===== config.mk =====
export PLATFORM = sky130hd
export DESIGN_NAME = flywheel_speed_controller
export DESIGN_NICKNAME = d
export VERILOG_FILES = /design/src/hw/rtl/fsc_pkg.sv /design/src/hw/rtl/fsc_divider.sv /design/src/hw/rtl/fsc_datapath.sv /design/src/hw/rtl/fsc_control.sv /design/src/hw/rtl/fsc_csr.sv /design/src/hw/rtl/flywheel_speed_controller.sv
export SDC_FILE = /design/constraint.sdc
export NUM_CORES = 2
export LEC_CHECK = 0
export ABC_AREA = 1
export ABC_CLOCK_PERIOD_IN_PS = 7400
export BUFFER_PORTS_ARGS = -buffer_cell sky130_fd_sc_hd__buf_2
export CORE_MARGIN = 3
export CORE_UTILIZATION = 45
export DETAILED_ROUTE_END_ITERATION = 16
export PLACE_DENSITY = 0.59
export RECOVER_POWER = 50
export SLEW_MARGIN = 15
export SYNTH_ARGS = -nofsm -noshare
export SYNTH_HDL_FRONTEND = slang
export SYNTH_SLANG_ARGS = --single-unit

===== constraint.sdc =====
create_clock -name clock -period 7.4 [get_ports clock]
set_clock_uncertainty 0.1 [all_clocks]
set_input_delay 0.37 -clock clock [delete_from_list [all_inputs] [get_ports clock]]
set_output_delay 0.37 -clock clock [all_outputs]
set_load 0.1 [all_outputs]

===== src/hw/rtl/fsc_pkg.sv =====
package fsc_pkg;

   localparam int NUM_WHEELS = 2;

   // 60e6 / period gives RPM from a period in microseconds
   localparam logic [25:0] RPM_NUMERATOR = 26'd60000000;
   localparam logic [13:0] SPEED_MAX     = 14'd16383;
   // periods at or below this give a speed of 16384 or more
   localparam logic [20:0] SPEED_SAT_PERIOD = 21'(RPM_NUMERATOR >> 14);
   // error above 0.1 in Q2.14 (err * 10 > 16384)
   localparam logic [15:0] BRAKE_LIMIT = 16'd1638;
   localparam logic [15:0] DUTY_FULL   = 16'd32768;
   localparam logic [15:0] ERR_POS_SAT = 16'h7FFF;
   localparam logic [15:0] ERR_NEG_SAT = 16'h8000;

   // register indexes
   localparam logic [2:0] REG_MAX_SPEED       = 3'd0;
   localparam logic [2:0] REG_SETPOINT_NORMAL = 3'd1;
   localparam logic [2:0] REG_SETPOINT_HIGH   = 3'd2;
   localparam logic [2:0] REG_GAIN            = 3'd3;
   localparam logic [2:0] REG_TOLERANCE       = 3'd4;
   localparam logic [2:0] REG_REQUIRED_CYCLES = 3'd5;
   localparam logic [2:0] REG_BATTERY_FULL    = 3'd6;

   localparam logic [27:0] RST_MAX_SPEED       = 28'd98311400;
   localparam logic [27:0] RST_SETPOINT_NORMAL = 28'd80286900;
   localparam logic [27:0] RST_SETPOINT_HIGH   = 28'd45877276;
   localparam logic [31:0] RST_GAIN            = 32'd268439552;
   localparam logic [31:0] RST_TOLERANCE       = 32'd42951311;
   localparam logic [7:0]  RST_REQUIRED_CYCLES = 8'd3;
   localparam logic [13:0] RST_BATTERY_FULL    = 14'd12000;

   // divider operations
   localparam logic [1:0] DIV_SPEED = 2'd0;
   localparam logic [1:0] DIV_ERR   = 2'd1;
   localparam logic [1:0] DIV_FF    = 2'd2;
   localparam logic [1:0] DIV_DUTY  = 2'd3;

   localparam int DIV_W  = 21;   // widest divisor (period)
   localparam int FEED_W = 28;   // widest dividend fed bit by bit
   localparam int CNT_W  = 5;

   typedef struct packed {
      logic [27:0] max_speed_pair;
      logic [27:0] setpoint_normal_pair;
      logic [27:0] setpoint_high_pair;
      logic [31:0] gain_pair;
      logic [31:0] tolerance_pair;
      logic [7:0]  required_cycles;
      logic [13:0] battery_full_mv;
   } cfg_type;

   typedef struct packed {
      logic       load_item;
      logic       div_start;
      logic [1:0] div_op;
      logic       speed_direct;
      logic       err_sat;
      logic       mul_corr;
      logic       calc_drive;
      logic       mul_duty;
      logic       duty_sat;
      logic       write_out;
   } cmd_type;

   typedef struct packed {
      logic reject;
      logic speed_direct;
      logic err_sat;
      logic duty_sat;
      logic div_done;
      logic out_free;
   } status_type;

endpackage


===== src/hw/rtl/fsc_divider.sv =====
module fsc_divider (
   input  logic                            clock,
   input  logic                            reset,
   input  logic                            start,
   input  logic [fsc_pkg::DIV_W-1:0]       rem_init,
   input  logic [fsc_pkg::FEED_W-1:0]      feed,
   input  logic [fsc_pkg::CNT_W-1:0]       count,
   input  logic [fsc_pkg::DIV_W-1:0]       divisor,
   output logic [fsc_pkg::FEED_W-1:0]      quotient,
   output logic                            done
);
   import fsc_pkg::*;

   // restoring radix-2 divider; rem_init must be below divisor
   logic               busy_ff, busy_in;
   logic               done_ff, done_in;
   logic [CNT_W-1:0]   cnt_ff, cnt_in;
   logic [DIV_W-1:0]   rem_ff, rem_in;
   logic [FEED_W-1:0]  feed_ff, feed_in;
   logic [FEED_W-1:0]  quo_ff, quo_in;
   logic [DIV_W-1:0]   div_ff, div_in;
   logic [DIV_W:0]     trial;
   logic               fits;

   always_comb begin
      trial = {rem_ff, feed_ff[FEED_W-1]};
      fits  = trial >= {1'b0, div_ff};
      busy_in = busy_ff;
      done_in = 1'b0;
      cnt_in  = cnt_ff;
      rem_in  = rem_ff;
      feed_in = feed_ff;
      quo_in  = quo_ff;
      div_in  = div_ff;
      if (start) begin
         busy_in = 1'b1;
         cnt_in  = count;
         rem_in  = rem_init;
         feed_in = feed;
         quo_in  = '0;
         div_in  = divisor;
      end else if (busy_ff) begin
         rem_in  = fits ? DIV_W'(trial - {1'b0, div_ff}) : trial[DIV_W-1:0];
         quo_in  = {quo_ff[FEED_W-2:0], fits};
         feed_in = {feed_ff[FEED_W-2:0], 1'b0};
         cnt_in  = cnt_ff - CNT_W'(1);
         if (cnt_ff == CNT_W'(1)) begin
            busy_in = 1'b0;
            done_in = 1'b1;
         end
      end
   end

   always_ff @(posedge clock) begin
      if (reset) begin
         busy_ff <= 1'b0;
         done_ff <= 1'b0;
      end else begin
         busy_ff <= busy_in;
         done_ff <= done_in;
      end
      cnt_ff  <= cnt_in;
      rem_ff  <= rem_in;
      feed_ff <= feed_in;
      quo_ff  <= quo_in;
      div_ff  <= div_in;
   end

   assign quotient = quo_ff;
   assign done     = done_ff;

endmodule


===== src/hw/rtl/fsc_datapath.sv =====
module fsc_datapath (
   input  logic                  clock,
   input  logic                  reset,
   input  fsc_pkg::cfg_type      cfg,
   input  fsc_pkg::cmd_type      cmd,
   output fsc_pkg::status_type   status,
   input  logic                  req_wheel,
   input  logic [20:0]           req_period_us,
   input  logic                  req_stopped,
   input  logic                  req_high_angle,
   input  logic [13:0]           req_battery_mv,
   output logic                  rsp_valid,
   input  logic                  rsp_stall,
   output logic                  rsp_wheel_out,
   output logic [15:0]           rsp_duty,
   output logic                  rsp_brake,
   output logic                  rsp_at_speed,
   output logic signed [15:0]    rsp_error_norm,
   output logic [13:0]           rsp_speed_rpm
);
   import fsc_pkg::*;

   // item registers
   logic        wheel_ff, stopped_ff, high_ff;
   logic [20:0] period_ff;
   logic [13:0] bat_ff;

   // working registers
   logic [1:0]  div_op_ff;
   logic [13:0] speed_ff, speed_in;
   logic [15:0] err_ff, err_in;
   logic [27:0] ff_ff;
   logic [19:0] corr_ff;
   logic [28:0] drive_ff, drive_in;
   logic [43:0] num_ff;
   logic [15:0] duty_ff, duty_in;

   // tolerance counters and result register
   logic [7:0]  cnt_ff [NUM_WHEELS];
   logic [7:0]  cnt_in;
   logic        out_valid_ff, out_valid_in;
   logic        out_wheel_ff, out_brake_ff, out_at_ff;
   logic [15:0] out_duty_ff, out_err_ff;
   logic [13:0] out_speed_ff;

   logic [13:0] maxs_raw, maxs, sp, full;
   logic [15:0] gain, tol;
   logic [16:0] bat5;
   logic [14:0] diff;
   logic        diff_neg;
   logic [13:0] mag_d;
   logic [15:0] err_mag;
   logic [31:0] corr_prod;
   logic [14:0] q15;
   logic        in_tol, at_speed;

   logic [DIV_W-1:0]  div_rem, div_den;
   logic [FEED_W-1:0] div_feed, div_quo;
   logic [CNT_W-1:0]  div_cnt;
   logic              div_done;

   always_comb begin
      maxs_raw = wheel_ff ? cfg.max_speed_pair[27:14] : cfg.max_speed_pair[13:0];
      maxs     = (maxs_raw == 14'd0) ? 14'd1 : maxs_raw;
      if (high_ff) begin
         sp = wheel_ff ? cfg.setpoint_high_pair[27:14] : cfg.setpoint_high_pair[13:0];
      end else begin
         sp = wheel_ff ? cfg.setpoint_normal_pair[27:14] : cfg.setpoint_normal_pair[13:0];
      end
      gain = wheel_ff ? cfg.gain_pair[31:16] : cfg.gain_pair[15:0];
      tol  = wheel_ff ? cfg.tolerance_pair[31:16] : cfg.tolerance_pair[15:0];
      full = (cfg.battery_full_mv == 14'd0) ? 14'd1 : cfg.battery_full_mv;
      bat5 = {3'b000, bat_ff} * 17'd5;

      diff     = {1'b0, speed_ff} - {1'b0, sp};
      diff_neg = diff[14];
      mag_d    = diff_neg ? 14'(-diff) : diff[13:0];
      err_mag  = err_ff[15] ? 16'(~err_ff + 16'd1) : err_ff;
      corr_prod = err_mag * gain;
      q15       = div_quo[14:0];

      status.reject       = (period_ff == 21'd0) || (bat5 < {3'b000, full});
      status.speed_direct = stopped_ff || (period_ff <= SPEED_SAT_PERIOD);
      status.err_sat      = {1'b0, mag_d} >= {maxs, 1'b0};
      status.duty_sat     = num_ff[43:15] >= {15'd0, bat_ff};
      status.div_done     = div_done;
      status.out_free     = !out_valid_ff || !rsp_stall;
   end

   // divider operand selection
   always_comb begin
      case (cmd.div_op)
         DIV_SPEED: begin
            div_rem  = SPEED_SAT_PERIOD;
            div_feed = {RPM_NUMERATOR[13:0], 14'd0};
            div_cnt  = CNT_W'(14);
            div_den  = period_ff;
         end
         DIV_ERR: begin
            div_rem  = DIV_W'(mag_d[13:1]);
            div_feed = {mag_d[0], 27'd0};
            div_cnt  = CNT_W'(15);
            div_den  = DIV_W'(maxs);
         end
         DIV_FF: begin
            div_rem  = '0;
            div_feed = {sp, 14'd0};
            div_cnt  = CNT_W'(28);
            div_den  = DIV_W'(maxs);
         end
         DIV_DUTY: begin
            div_rem  = DIV_W'(num_ff[28:15]);
            div_feed = {num_ff[14:0], 13'd0};
            div_cnt  = CNT_W'(15);
            div_den  = DIV_W'(bat_ff);
         end
         default: begin
            div_rem  = '0;
            div_feed = '0;
            div_cnt  = CNT_W'(1);
            div_den  = DIV_W'(1);
         end
      endcase
   end

   fsc_divider u_divider (
      .clock    (clock),
      .reset    (reset),
      .start    (cmd.div_start),
      .rem_init (div_rem),
      .feed     (div_feed),
      .count    (div_cnt),
      .divisor  (div_den),
      .quotient (div_quo),
      .done     (div_done)
   );

   // captures
   always_comb begin
      speed_in = speed_ff;
      if (cmd.speed_direct) begin
         speed_in = stopped_ff ? 14'd0 : SPEED_MAX;
      end else if (div_done && div_op_ff == DIV_SPEED) begin
         speed_in = div_quo[13:0];
      end

      err_in = err_ff;
      if (cmd.err_sat) begin
         err_in = diff_neg ? ERR_NEG_SAT : ERR_POS_SAT;
      end else if (div_done && div_op_ff == DIV_ERR) begin
         err_in = diff_neg ? 16'(~{1'b0, q15} + 16'd1) : {1'b0, q15};
      end

      // truncation toward zero: subtract or add the magnitude
      if (err_ff[15]) begin
         drive_in = {1'b0, ff_ff} + {9'd0, corr_ff};
      end else if (ff_ff >= {8'd0, corr_ff}) begin
         drive_in = {1'b0, ff_ff - {8'd0, corr_ff}};
      end else begin
         drive_in = '0;
      end

      duty_in = duty_ff;
      if (cmd.duty_sat) begin
         duty_in = DUTY_FULL;
      end else if (div_done && div_op_ff == DIV_DUTY) begin
         duty_in = {1'b0, q15};
      end

      in_tol = {err_mag, 2'b00} < {2'b00, tol};
      if (in_tol) begin
         cnt_in = (cnt_ff[wheel_ff] == 8'hFF) ? 8'hFF : cnt_ff[wheel_ff] + 8'd1;
      end else begin
         cnt_in = 8'd0;
      end
      at_speed = in_tol && (cnt_in >= cfg.required_cycles);

      out_valid_in = out_valid_ff;
      if (cmd.write_out) begin
         out_valid_in = 1'b1;
      end else if (!rsp_stall) begin
         out_valid_in = 1'b0;
      end
   end

   always_ff @(posedge clock) begin
      if (cmd.load_item) begin
         wheel_ff   <= req_wheel;
         period_ff  <= req_period_us;
         stopped_ff <= req_stopped;
         high_ff    <= req_high_angle;
         bat_ff     <= req_battery_mv;
      end
      if (cmd.div_start) begin
         div_op_ff <= cmd.div_op;
      end
      speed_ff <= speed_in;
      err_ff   <= err_in;
      if (div_done && div_op_ff == DIV_FF) begin
         ff_ff <= div_quo;
      end
      if (cmd.mul_corr) begin
         corr_ff <= corr_prod[31:12];
      end
      if (cmd.calc_drive) begin
         drive_ff <= drive_in;
      end
      if (cmd.mul_duty) begin
         num_ff <= {43'(43'(drive_ff) * 43'(full)), 1'b0};
      end
      duty_ff <= duty_in;
      if (cmd.write_out) begin
         out_wheel_ff <= wheel_ff;
         out_duty_ff  <= duty_ff;
         out_brake_ff <= $signed(err_ff) > $signed(BRAKE_LIMIT);
         out_at_ff    <= at_speed;
         out_err_ff   <= err_ff;
         out_speed_ff <= speed_ff;
      end
   end

   always_ff @(posedge clock) begin
      if (reset) begin
         out_valid_ff <= 1'b0;
         for (int i = 0; i < NUM_WHEELS; i++) begin
            cnt_ff[i] <= 8'd0;
         end
      end else begin
         out_valid_ff <= out_valid_in;
         if (cmd.write_out) begin
            cnt_ff[wheel_ff] <= cnt_in;
         end
      end
   end

   assign rsp_valid      = out_valid_ff;
   assign rsp_wheel_out  = out_wheel_ff;
   assign rsp_duty       = out_duty_ff;
   assign rsp_brake      = out_brake_ff;
   assign rsp_at_speed   = out_at_ff;
   assign rsp_error_norm = $signed(out_err_ff);
   assign rsp_speed_rpm  = out_speed_ff;

endmodule


===== src/hw/rtl/fsc_control.sv =====
module fsc_control (
   input  logic                  clock,
   input  logic                  reset,
   input  logic                  req_valid,
   output logic                  req_stall,
   input  fsc_pkg::status_type   status,
   output fsc_pkg::cmd_type      cmd
);
   import fsc_pkg::*;

   localparam logic [3:0] S_IDLE       = 4'd0;
   localparam logic [3:0] S_CHECK      = 4'd1;
   localparam logic [3:0] S_WAIT_SPEED = 4'd2;
   localparam logic [3:0] S_ERR        = 4'd3;
   localparam logic [3:0] S_WAIT_ERR   = 4'd4;
   localparam logic [3:0] S_FF         = 4'd5;
   localparam logic [3:0] S_WAIT_FF    = 4'd6;
   localparam logic [3:0] S_CORR       = 4'd7;
   localparam logic [3:0] S_DRIVE      = 4'd8;
   localparam logic [3:0] S_MUL_DUTY   = 4'd9;
   localparam logic [3:0] S_DUTY       = 4'd10;
   localparam logic [3:0] S_WAIT_DUTY  = 4'd11;
   localparam logic [3:0] S_OUT        = 4'd12;

   logic [3:0] state_ff, state_in;

   always_comb begin
      state_in = state_ff;
      cmd      = '0;
      cmd.div_op = DIV_SPEED;
      case (state_ff)
         S_IDLE: begin
            if (req_valid) begin
               cmd.load_item = 1'b1;
               state_in = S_CHECK;
            end
         end
         S_CHECK: begin
            if (status.reject) begin
               state_in = S_IDLE;
            end else if (status.speed_direct) begin
               cmd.speed_direct = 1'b1;
               state_in = S_ERR;
            end else begin
               cmd.div_start = 1'b1;
               cmd.div_op    = DIV_SPEED;
               state_in = S_WAIT_SPEED;
            end
         end
         S_WAIT_SPEED: begin
            if (status.div_done) begin
               state_in = S_ERR;
            end
         end
         S_ERR: begin
            if (status.err_sat) begin
               cmd.err_sat = 1'b1;
               state_in = S_FF;
            end else begin
               cmd.div_start = 1'b1;
               cmd.div_op    = DIV_ERR;
               state_in = S_WAIT_ERR;
            end
         end
         S_WAIT_ERR: begin
            if (status.div_done) begin
               state_in = S_FF;
            end
         end
         S_FF: begin
            cmd.div_start = 1'b1;
            cmd.div_op    = DIV_FF;
            state_in = S_WAIT_FF;
         end
         S_WAIT_FF: begin
            if (status.div_done) begin
               state_in = S_CORR;
            end
         end
         S_CORR: begin
            cmd.mul_corr = 1'b1;
            state_in = S_DRIVE;
         end
         S_DRIVE: begin
            cmd.calc_drive = 1'b1;
            state_in = S_MUL_DUTY;
         end
         S_MUL_DUTY: begin
            cmd.mul_duty = 1'b1;
            state_in = S_DUTY;
         end
         S_DUTY: begin
            if (status.duty_sat) begin
               cmd.duty_sat = 1'b1;
               state_in = S_OUT;
            end else begin
               cmd.div_start = 1'b1;
               cmd.div_op    = DIV_DUTY;
               state_in = S_WAIT_DUTY;
            end
         end
         S_WAIT_DUTY: begin
            if (status.div_done) begin
               state_in = S_OUT;
            end
         end
         S_OUT: begin
            if (status.out_free) begin
               cmd.write_out = 1'b1;
               state_in = S_IDLE;
            end
         end
         default: begin
            state_in = S_IDLE;
         end
      endcase
   end

   always_ff @(posedge clock) begin
      if (reset) begin
         state_ff <= S_IDLE;
      end else begin
         state_ff <= state_in;
      end
   end

   assign req_stall = (state_ff != S_IDLE);

endmodule


===== src/hw/rtl/fsc_csr.sv =====
module fsc_csr (
   input  logic              clock,
   input  logic              reset,
   input  logic              psel,
   input  logic              penable,
   input  logic              pwrite,
   input  logic [4:0]        paddr,
   input  logic [31:0]       pwdata,
   output logic [31:0]       prdata,
   output logic              pready,
   output fsc_pkg::cfg_type  cfg
);
   import fsc_pkg::*;

   cfg_type    cfg_ff, cfg_in;
   logic [2:0] idx;
   logic       wr;

   always_comb begin
      idx    = paddr[4:2];
      wr     = psel && penable && pwrite;
      cfg_in = cfg_ff;
      if (wr) begin
         case (idx)
            REG_MAX_SPEED:       cfg_in.max_speed_pair       = pwdata[27:0];
            REG_SETPOINT_NORMAL: cfg_in.setpoint_normal_pair = pwdata[27:0];
            REG_SETPOINT_HIGH:   cfg_in.setpoint_high_pair   = pwdata[27:0];
            REG_GAIN:            cfg_in.gain_pair            = pwdata;
            REG_TOLERANCE:       cfg_in.tolerance_pair       = pwdata;
            REG_REQUIRED_CYCLES: cfg_in.required_cycles      = pwdata[7:0];
            REG_BATTERY_FULL:    cfg_in.battery_full_mv      = pwdata[13:0];
            default: ;
         endcase
      end
      case (idx)
         REG_MAX_SPEED:       prdata = {4'd0, cfg_ff.max_speed_pair};
         REG_SETPOINT_NORMAL: prdata = {4'd0, cfg_ff.setpoint_normal_pair};
         REG_SETPOINT_HIGH:   prdata = {4'd0, cfg_ff.setpoint_high_pair};
         REG_GAIN:            prdata = cfg_ff.gain_pair;
         REG_TOLERANCE:       prdata = cfg_ff.tolerance_pair;
         REG_REQUIRED_CYCLES: prdata = {24'd0, cfg_ff.required_cycles};
         REG_BATTERY_FULL:    prdata = {18'd0, cfg_ff.battery_full_mv};
         default:             prdata = '0;
      endcase
   end

   always_ff @(posedge clock) begin
      if (reset) begin
         cfg_ff.max_speed_pair       <= RST_MAX_SPEED;
         cfg_ff.setpoint_normal_pair <= RST_SETPOINT_NORMAL;
         cfg_ff.setpoint_high_pair   <= RST_SETPOINT_HIGH;
         cfg_ff.gain_pair            <= RST_GAIN;
         cfg_ff.tolerance_pair       <= RST_TOLERANCE;
         cfg_ff.required_cycles      <= RST_REQUIRED_CYCLES;
         cfg_ff.battery_full_mv      <= RST_BATTERY_FULL;
      end else begin
         cfg_ff <= cfg_in;
      end
   end

   assign pready = 1'b1;
   assign cfg    = cfg_ff;

endmodule


===== src/hw/rtl/flywheel_speed_controller.sv =====
// Processing: the speed, error, feedforward and duty quotients come from the
//   shared radix-2 divider; divisions are skipped when speed, error or
//   duty saturate. A rejected item (zero period, low battery) gives no result.
// Throughput: one item at a time; the next transfer is taken
//   once the result is in the output register, which may still be waiting on rsp_stall.
// Reset (synchronous, active high) restores register defaults and clears both at-speed counters.
module flywheel_speed_controller (
   input  logic               clock,
   input  logic               reset,
   // input channel
   input  logic               req_valid,
   output logic               req_stall,
   input  logic               req_wheel,
   input  logic [20:0]        req_period_us,
   input  logic               req_stopped,
   input  logic               req_high_angle,
   input  logic [13:0]        req_battery_mv,
   // result channel
   output logic               rsp_valid,
   input  logic               rsp_stall,
   output logic               rsp_wheel_out,
   output logic [15:0]        rsp_duty,
   output logic               rsp_brake,
   output logic               rsp_at_speed,
   output logic signed [15:0] rsp_error_norm,
   output logic [13:0]        rsp_speed_rpm,
   // register port
   input  logic               psel,
   input  logic               penable,
   input  logic               pwrite,
   input  logic [4:0]         paddr,
   input  logic [31:0]        pwdata,
   output logic [31:0]        prdata,
   output logic               pready
);
   import fsc_pkg::*;

   cfg_type    cfg;
   cmd_type    cmd;
   status_type status;

   // Configuration registers; the user must write them only while no item is in flight
   // (the block does not enforce this), so the datapath reads them directly.
   fsc_csr u_csr (
      .clock   (clock),
      .reset   (reset),
      .psel    (psel),
      .penable (penable),
      .pwrite  (pwrite),
      .paddr   (paddr),
      .pwdata  (pwdata),
      .prdata  (prdata),
      .pready  (pready),
      .cfg     (cfg)
   );

   // Sequencer: speed division, error division, feedforward division,
   // correction multiply, drive, duty multiply, duty division, result write.
   fsc_control u_control (
      .clock     (clock),
      .reset     (reset),
      .req_valid (req_valid),
      .req_stall (req_stall),
      .status    (status),
      .cmd       (cmd)
   );

   // Datapath: item registers, one shared divider, two multipliers,
   // at-speed counters and the result register.
   fsc_datapath u_datapath (
      .clock          (clock),
      .reset          (reset),
      .cfg            (cfg),
      .cmd            (cmd),
      .status         (status),
      .req_wheel      (req_wheel),
      .req_period_us  (req_period_us),
      .req_stopped    (req_stopped),
      .req_high_angle (req_high_angle),
      .req_battery_mv (req_battery_mv),
      .rsp_valid      (rsp_valid),
      .rsp_stall      (rsp_stall),
      .rsp_wheel_out  (rsp_wheel_out),
      .rsp_duty       (rsp_duty),
      .rsp_brake      (rsp_brake),
      .rsp_at_speed   (rsp_at_speed),
      .rsp_error_norm (rsp_error_norm),
      .rsp_speed_rpm  (rsp_speed_rpm)
   );

endmodule

==> flow_metrics.env <==
export IMPL_outcome="finished with violations"
export IMPL_violations="max-capacitance violations, max-slew violations"
export IMPL_wl_um=168000
export IMPL_syn_to_final_growth_pct=10.7
export IMPL_antenna_left=0
export IMPL_regToRegSetupSlack_ns=0.27
export IMPL_hold_start="pwdata[4]"
export IMPL_synth_ff_type="edfxtp_1"
export IMPL_synth_cell_types=67
export IMPL_synth_most_common_cell="nand2_1"
export IMPL_max_slew_worst_pin_slew_ns=2.44
export IMPL_fmax_mhz=140
export IMPL_design_area_um2=56700
export IMPL_crit_path_max_incr_delay_ns=0.66
export IMPL_synthTopCellsByCount="1494 x nand2_1, 1215 x inv_1, 528 x nor2_1, 519 x fa_1, 382 x ha_1"
export IMPL_cts_buffer_depth=3
export IMPL_async_flop_share=0
export IMPL_numCtsBuffers=59
export IMPL_grt_pass1_wl_um=259000
export IMPL_clkTransAtPathRegs_ns=0.07
export IMPL_intPower_w=0.00750
export IMPL_cts_sink_count=538
export IMPL_die_area_um2=118000
export IMPL_p_sw_w=0.00562
export IMPL_tritoncts="done"
export IMPL_start_kind="flip-flop"
export IMPL_root_buffer="clkbuf_16"
export IMPL_drcViolationCount=0
export IMPL_period_share=0.964
export IMPL_synth_compound_area_share=0.109
export IMPL_synthCells=6412
export IMPL_synthAdderAreaFrac=0.296
export IMPL_p_leak_nw=28.0
export IMPL_clk_latency_ns=0.67
export IMPL_track_usage=0.286
export IMPL_drive_above_1_share=0.0666
export IMPL_syn_area_per_cell_um2=7.99
export IMPL_maxCapViolations=7
export IMPL_viasPerCell=5.35
export IMPL_powerDensity_nw_per_um2=231
export IMPL_end_kind="flip-flop"
export IMPL_synthSimpleGateAreaFrac=0.186
export IMPL_seqPwrFrac=0.318
export IMPL_endpoint="u_datapath.corr_ff[15]$_DFFE_PP_"
export IMPL_slew_headroom=-0.627
export IMPL_worstReg2RegEnd="u_datapath.corr_ff[15]$_DFFE_PP_"
export IMPL_path_common_cell="fa_1"
export IMPL_ir_drop_v=0.000250
export IMPL_num_rows=123
export IMPL_min_period_ns=7.13
export IMPL_cp_arrival_ns=7.45
export IMPL_grt_pass1_vias=43200
export IMPL_finalSetupTns_ns=0
export IMPL_die_width_um=343
export IMPL_grt_max_degree=83
export IMPL_finalHoldViolCount=0
export IMPL_synth_edf_count=316
export IMPL_overflow=0
export IMPL_synth_top_family_by_area="adder cells"
export IMPL_gp_congestion=0.942
export IMPL_min_path_type="input port to flip-flop"
export IMPL_critPathKind="flip-flop to flip-flop"
export IMPL_cp_max_fo=7
export IMPL_yosys_top_cells_area="fa_1 20%, edfxtp_1 19%, nand2_1 11%, ha_1 9.3%, inv_1 8.9%"
export IMPL_rr_worst_depth=29
export IMPL_synth_nets=7395
export IMPL_vias=43600
export IMPL_ios=166
export IMPL_placed_area_um2=54000
export IMPL_hpwlAfterDp_um=133000
export IMPL_synth_top_area_share=0.203
export IMPL_synth_warnings=0
export IMPL_ys_seq_area_frac=0.272
export IMPL_clkPwrFrac=0.224
export IMPL_synthXorXnorAreaFrac=0.0234
export IMPL_antenna_found_initial=5
export IMPL_initial_core_util=0.454
export IMPL_syn_area_um2=51200
export IMPL_switching_share=0.428
export IMPL_dr_pass1_iters=6
export IMPL_critPathSlowestCell="fa_1"
export IMPL_reg2reg_from="u_datapath.err_ff[0]$_DFFE_PP_"
export IMPL_fin_nets=7580
export IMPL_cp_startpoint="u_datapath.err_ff[0]$_DFFE_PP_"
export IMPL_wl_per_cell_um=20.6
export IMPL_fp_dieH_um=343
export IMPL_drv_slew=221
export IMPL_synth_area_leader_cell="fa_1"
export IMPL_holdWs_ns=0.0496
export IMPL_cts_htree_levels=2
export IMPL_power_frac_comb=0.458
export IMPL_ys_ff_latch=538
export IMPL_synth_area_mux_share=0.00254
export IMPL_critPathRequiredTime_ns=7.72
export IMPL_first_iter_violations=3684
export IMPL_portBuffers=162
export IMPL_setup_violations=0
export IMPL_core_area_um2=113000
-- timing repair --
item | in CTS | in global routing
gates resized for setup | 0 | 57
hold buffers | 69 | 0
buffers inserted | 0 | 10
hold endpoints to repair | 148 | 0
setup endpoints to repair | 0 | 17
-- power by group through the flow --
stage | sequential [W] | combinational [W] | clock (W)
6_report | 0.00417 | 0.00601 | 0.00294
5_1_grt | 0.00420 | 0.00676 | 0.00310
4_1_cts | 0.00415 | 0.00596 | 0.00299
3_5_place_dp | 0.00421 | 0.00589 | 0
3_3_place_gp | 0.00421 | 0.00584 | 0
2_1_floorplan | 0.00402 | 0.00430 | 0
-- sequential cells by signal, summed over array words and instances (netlist names), 21 cells and up, named ones only --
register,cells
u_datapath.u_divider.quotient,28
u_datapath.u_divider.div_ff,21
u_datapath.drive_ff,29
u_datapath.period_ff,21
u_datapath.num_ff,43
u_datapath.ff_ff,28
u_csr.cfg,170
u_datapath.u_divider.rem_ff,21
-- per-layer routing --
metal | GRT usage | part of all wire
met1 | 0.392 | 0.43
met5 | 0 | 0
met4 | 0.0985 | 0.039
met2 | 0.472 | 0.46
met3 | 0.0334 | 0.064
-- critical path, delay by kind of cell (launching register included) --
kind            cells  cell delay, ns
buf+inv             6            0.66
fa+ha+maj           8            3.57
flops               1            0.40
simple gates       11            1.32
compound gates      4            0.84
-- worst min-delay path by stage --
| stage | endpoint | slack (ns) | depth (start not counted) |
|---|---|---|---|
| floorplan | u_datapath.ff_ff[27]$_DFFE_PP_ | 0.30 | 0 |
| global placement | u_datapath.ff_ff[26]$_DFFE_PP_ | 0.31 | 0 |
| detailed placement | u_datapath.ff_ff[27]$_DFFE_PP_ | 0.31 | 0 |
| CTS | u_csr.cfg[146]$_SDFFE_PP0P_ | 0.002 | 3 |
| global route | u_csr.cfg[118]$_SDFFE_PP1P_ | 0.02 | 3 |
| finish | u_csr.cfg[146]$_SDFFE_PP0P_ | 0.05 | 3 |
-- area by class of cell --
type | instances | area, µm²
Multi-Input combinational cell | 4395 | 31900
Tap cell | 1500 | 1880
Inverter | 1234 | 4640
Clock inverter | 24 | 206
Sequential cell | 538 | 13900
Antenna cell | 4 | 10.0
Fill cell | 11000 | 56100
Timing Repair Buffer | 369 | 2510
Clock buffer | 88 | 1700
-- logic make-up after synthesis --
kind of cell / count (synthesis)
xor gates and xnor gates: 137
other: 1
muxes: 13
AOI/OAI and AO/OA: 978
buffers and inverters: 1479
adders and majority gates: 901
DFF: 538
and+or+nand+nor: 2365
-- cell usage in the layout (no fill, tap or decap), drive strengths merged, types with 40 or more instances in the layout --
master,instances
nand2,1503
inv,1234
nor2,534
fa,519
o21ai,419
ha,382
a21oi,354
edfxtp,316
dfxtp,222
buf,220
nand3,185
clkbuf,168
xor2,96
dlygate4sd3,69
nor3,45
xnor2,41
nand4,40
-- through the flow --
stage / worst slack (ns) / utilization / power [W] / cells
after floorplan: 0.0719 / - / 0.00832 / 6412
after global placement: 0.150 / 0.478 / 0.0100 / 7957
after detailed placement: 0.124 / 0.478 / 0.0101 / 7957
after CTS: 0.0881 / 0.501 / 0.0131 / 8138
after global routing: -0.0201 / 0.503 / 0.0141 / 8150
final: 0.270 / 0.503 / 0.0131 / 8152
(Power assumes the default switching activity.)
